[src/design/lpmt_pkg.sv]
`default_nettype none

package lpmt_pkg;

    localparam int LPMT_VALUE_BITS  = 10;
    localparam int LPMT_LENGTH_BITS = 16;

    typedef enum logic
    {
        OP_APPEND = 1'b0,
        OP_QUERY  = 1'b1
    } lpmt_op_t;

endpackage

`default_nettype wire

[src/design/lpmt_max_unit.sv]
`default_nettype none

module lpmt_max_unit #(
    parameter int LENGTH_BITS = lpmt_pkg::LPMT_LENGTH_BITS
) (
    input  logic [LENGTH_BITS-1:0] a,
    input  logic [LENGTH_BITS-1:0] b,
    input  logic                   a_en,
    output logic [LENGTH_BITS-1:0] mx,
    output logic [LENGTH_BITS-1:0] inc
);

    logic [LENGTH_BITS:0] sum;

    always_comb
    begin
        mx  = (a_en && (a > b)) ? a : b;
        sum = {1'b0, mx} + {{LENGTH_BITS{1'b0}}, 1'b1};
        // saturate at the top of the length range
        inc = sum[LENGTH_BITS] ? {LENGTH_BITS{1'b1}} : sum[LENGTH_BITS-1:0];
    end

endmodule

`default_nettype wire

[config.mk]
export PLATFORM = sky130hd
export DESIGN_NAME = lpmt_max_unit
export DESIGN_NICKNAME = d
export VERILOG_FILES = /design/src/design/lpmt_pkg.sv /design/src/design/lpmt_max_unit.sv
export SDC_FILE = /design/constraint.sdc
export NUM_CORES = 1
export LEC_CHECK = 0
export BUFFER_PORTS_ARGS = -buffer_cell sky130_fd_sc_hd__buf_2
export CORE_AREA = 2 2 58 60
export DETAILED_ROUTE_END_ITERATION = 12
export DIE_AREA = 0 0 60 62
export GPL_TIMING_DRIVEN = 1
export PLACE_DENSITY = 0.75
export REMOVE_ABC_BUFFERS = 1
export SLEW_MARGIN = 30
export SYNTH_ARGS = -nofsm -noshare
export SYNTH_HDL_FRONTEND = slang
export SYNTH_SLANG_ARGS = --single-unit
[constraint.sdc]
create_clock -name vclk -period 2.83
set_input_delay 0 -clock vclk [all_inputs]
set_output_delay 0 -clock vclk [all_outputs]
set_load 0.01 [all_outputs]
# [Word-level counts from Yosys, hierarchy flattened]
# Cells that the tools add are included.
[word_totals] register_bits=0 output_inout_bits=32 elab_cells=5
[classes] add_sub_neg=1 n_reduce_logical=1 order_cmp=1 muxes=2
[op_table] cell="$mux 16" count=2
[op_table] cell="$add 16x1->17 const B" count=1
[op_table] cell="$gt 16x16->1" count=1
[op_table] cell="$logic_and 1x1->1" count=1

# [Longest topological paths before layout]
[logic_depth] depth_word=5 depth_mapped=18 depth_no_buf=14

# [Worst setup path before layout]
# Ideal clock, no wire load.
[synth_timing] path_type="input to output" start="input port b[7]" end="output port inc[15]" path_stages=16 t_arrival_ns=3.170 required_time_ns=2.830 slack_ns=-0.340 path_cell_list="inv_1 ha_1 a21oi_2 o21ai_1 a211o_1 o311a_1 buf_6 buf_8 buf_2 o21ai_0 ha_1 clkbuf_1 nand2_1 mux2i_2 nor2_1 o31ai_1"
[synth_via] elab_chain_len=5
[synth_rtl] element="from (decl)" line="lpmt_max_unit.sv:7" text="input logic [LENGTH_BITS-1:0] b,"
[synth_rtl] element="$gt 16x16->1" line="lpmt_max_unit.sv:17" text="mx = (a_en && (a > b)) ? a : b;"
[synth_rtl] element="$logic_and 1x1->1" line="lpmt_max_unit.sv:17"
[synth_rtl] element="$mux 16" line="lpmt_max_unit.sv:17"
[synth_rtl] element="net mx[1]" line="lpmt_max_unit.sv:9" text="output logic [LENGTH_BITS-1:0] mx,"
[synth_rtl] element="$add 16x1->17" line="lpmt_max_unit.sv:18" text="sum = {1'b0, mx} + {{LENGTH_BITS{1'b0}}, 1'b1};"
[synth_rtl] element="$mux 16" line="lpmt_max_unit.sv:20" text="inc = sum[LENGTH_BITS] ? {LENGTH_BITS{1'b1}} : sum[LENGTH_BITS-1:0];"
[synth_rtl] element="to (decl)" line="lpmt_max_unit.sv:10" text="output logic [LENGTH_BITS-1:0] inc"
# The timed path passes the listed nets, and every way through them passes these cells.

# [Worst setup path in the final report]
[layout_timing] start="input port b[8]" end="output port inc[6]"
[layout_via] elab_chain_len=5
[layout_rtl] element="$gt 16x16->1" line="lpmt_max_unit.sv:17"
[layout_rtl] element="$logic_and 1x1->1" line="lpmt_max_unit.sv:17"
[layout_rtl] element="$mux 16 *" line="lpmt_max_unit.sv:17"
[layout_rtl] element="$add 16x1->17 *" line="lpmt_max_unit.sv:18"
[layout_rtl] element="$mux 16 *" line="lpmt_max_unit.sv:20"
# Every way passes the cells marked *; elsewhere a longest branch is shown, timed or not.

==> run metrics <==
number of cells in the design after placement=314; fraction of layout cells with a size suffix above 1=39.0%; count of mapped cells out of synthesis=193; startpoint type of the worst setup path=input port; combined flip-flop and latch cell area=0 um2; worst min path class=input port to primary output; setup repair after global routing missed its margin=true; sum of routed wire length over all layers=3910 um; arrival time at the worst endpoint=2690 ps; Cell Rows=21; antenna fix cells=0; minimum clock period=2690 ps; Synth Cell Area=0.00131 mm2; pre-CTS setup slack=-160 ps; sequential cell count=0; router iterations before antenna repair=4; count of unique library cells instantiated by Yosys=42; Max stage delay cell, worst path=nor4_4; Die Footprint=0.00372 mm2; outcome=finished clean; largest net degree at the start of global routing=36; slack of the critical path=139 ps; worst hold margin=344 ps; critical path's most frequent cell=buf_2; ordered cell list for the critical path=buf_2 > inv_1 > ha_1 > nand4_1 > nor4_4 > a21boi_2 > o311a_4 > mux2_4 > ha_4 > and3_1 > nand3_1 > mux2i_1 > xnor2_1 > nand2_1 > buf_2; crit share post-route=95.1%; largest stage delay on the critical path=340 ps; yosys warns=0; wire length per cell=12.3 um; Starting DRT DRC Count=59; number of buffers inserted by hold repair at cts=0; number of global-route vias before repair=1544; most common library cell in the layout ignoring fill and taps=buf_2; max-capacitance violation count=0; Power Total=317 uW; transition time at the pin with the least slew margin=616 ps; Die X-Extent=60 um; Final GP Congestion=0.893; port buffer count=65; maximum achievable frequency=372 MHz; DR DRC count=0; post-synthesis to final-layout area growth=41.7%; worst-case headroom to the max-slew limit=58.6%; Clock Buffer Count=0; post-place instance area=0.00176 mm2; post-synthesis sequential area ratio=0%; static leakage=0.000949 uW; final design instance area without fill=0.00185 mm2; via count=1679; residual overflow from global routing=0; number of top-level pins=65; Fillers=330; number of nets in the finished design=324; final number of setup-violating endpoints=0; number of antenna-violating nets in the routed design=0; count of pins over their slew limit=0; pwr dens=172 mW/mm2; commonest non-fill, non-tap cells in the layout=65 x buf_2, 27 x nand2_1, 21 x buf_4; floorplan core area=0.00318 mm2; worst-path fanout max=6; hold violation count in the final report=0; starting density of the core=41.0%; Required @ worst endpoint=2830 ps; largest vdd supply drop=0.118 mV; average instance area after synthesis=6.76 um2; antenna violations before repair=0; final cell count without fillers=318; wire length of the first global-routing pass=6590 um; Die Ht=62 um; type of element capturing the critical path=primary output; type of the setup path with the least slack=input port to primary output; Vias/cell=5.28; total routing resource utilization after global routing=22.0%; final HPWL from detailed placement=3250 um
layout make-up:
class                           count  area, um2  share of cell area [%]
Multi-Input combinational cell    165       1220                    66.1
Timing Repair Buffer               87        494                    26.7
Inverter                           20       75.1                    4.06
Tap cell                           46       57.6                    3.11
metrics by stage:
step | utilization [%] | TNS [ps]
floorplan | - | -11200
global placement | 55.2 | -442
detailed placement | 55.2 | -1420
CTS | 56.2 | 0
global route | 58.2 | -50.3
finish | 58.2 | 0
cells by family after synthesis:
logic type	count (synthesis)	share of synthesized area, %
xor+xnor	6	4.03
simple gates	85	32.5
buf+inv	28	11.0
mux	22	19.2
compound gates	35	17.0
fa+ha+maj	17	16.3
cell usage after synthesis, drive strengths merged:
cell type  number  area (um2)
nand3          12        60.1
o31ai           1        7.51
and2            4        25.0
a311oi          1        8.76
nor4            2        12.5
o311a           1        10.0
clkbuf          1        3.75
o311ai          1        8.76
o21ai          12        60.1
ha             17         213
a21boi          1        7.51
nand4           9        62.6
buf             7        65.1
mux2i          13         134
and3            6        37.5
a21oi           9        48.8
and4            3        26.3
inv            20        75.1
o21ba           1        10.0
o21bai          1        7.51
nor3            7        35.0
a41oi           1        8.76
a31oi           2        12.5
xnor2           6        52.6
nor2           12        45.0
mux2            9         116
a211o           1        8.76
a21o            1        7.51
nand2          27         101
o211ai          2        15.0
nand2b          1        6.26
nor2b           2        12.5
power by group:
| group | leakage [uW] | total [uW] | internal (uW) | switching, uW |
|---|---|---|---|---|
| sequential | 0 | 0 | 0 | 0 |
| clock | 0 | 0 | 0 | 0 |
| combinational | 0.000949 | 317 | 150 | 167 |
| total | 0.000949 | 317 | 150 | 167 |
path summary, 6_finish.rpt:
check             slack, ps      to  start  depth (start not counted)
hold / removal          340  mx[11]  b[11]                          3
setup / recovery        140  inc[6]   b[8]                         15
worst max-delay path, delay by kind of cell:
family | cells | cell delay, ps
simple gates | 5 | 870
compound gates | 2 | 480
fa+ha+maj | 2 | 460
mux | 2 | 420
buf+inv | 3 | 320
xor+xnor | 1 | 150
timing repair:
item                       4_1_cts  5_1_grt
buffers inserted                 2        2
gates resized for setup          4        9
pin swaps                        1        4
setup endpoints to repair       15       16
per-layer routing:
layer / vias to the layer above / GRT usage (%) / wire [um]
li1: 857 / - / -
met1: 756 / 28.5 / 1680
met2: 60 / 41.3 / 1950
met3: 6 / 0.621 / 216
met4: 0 / 3.17 / 52
met5: - / 0 / 0
No activity file was read; power rests on OpenSTA's default activity.
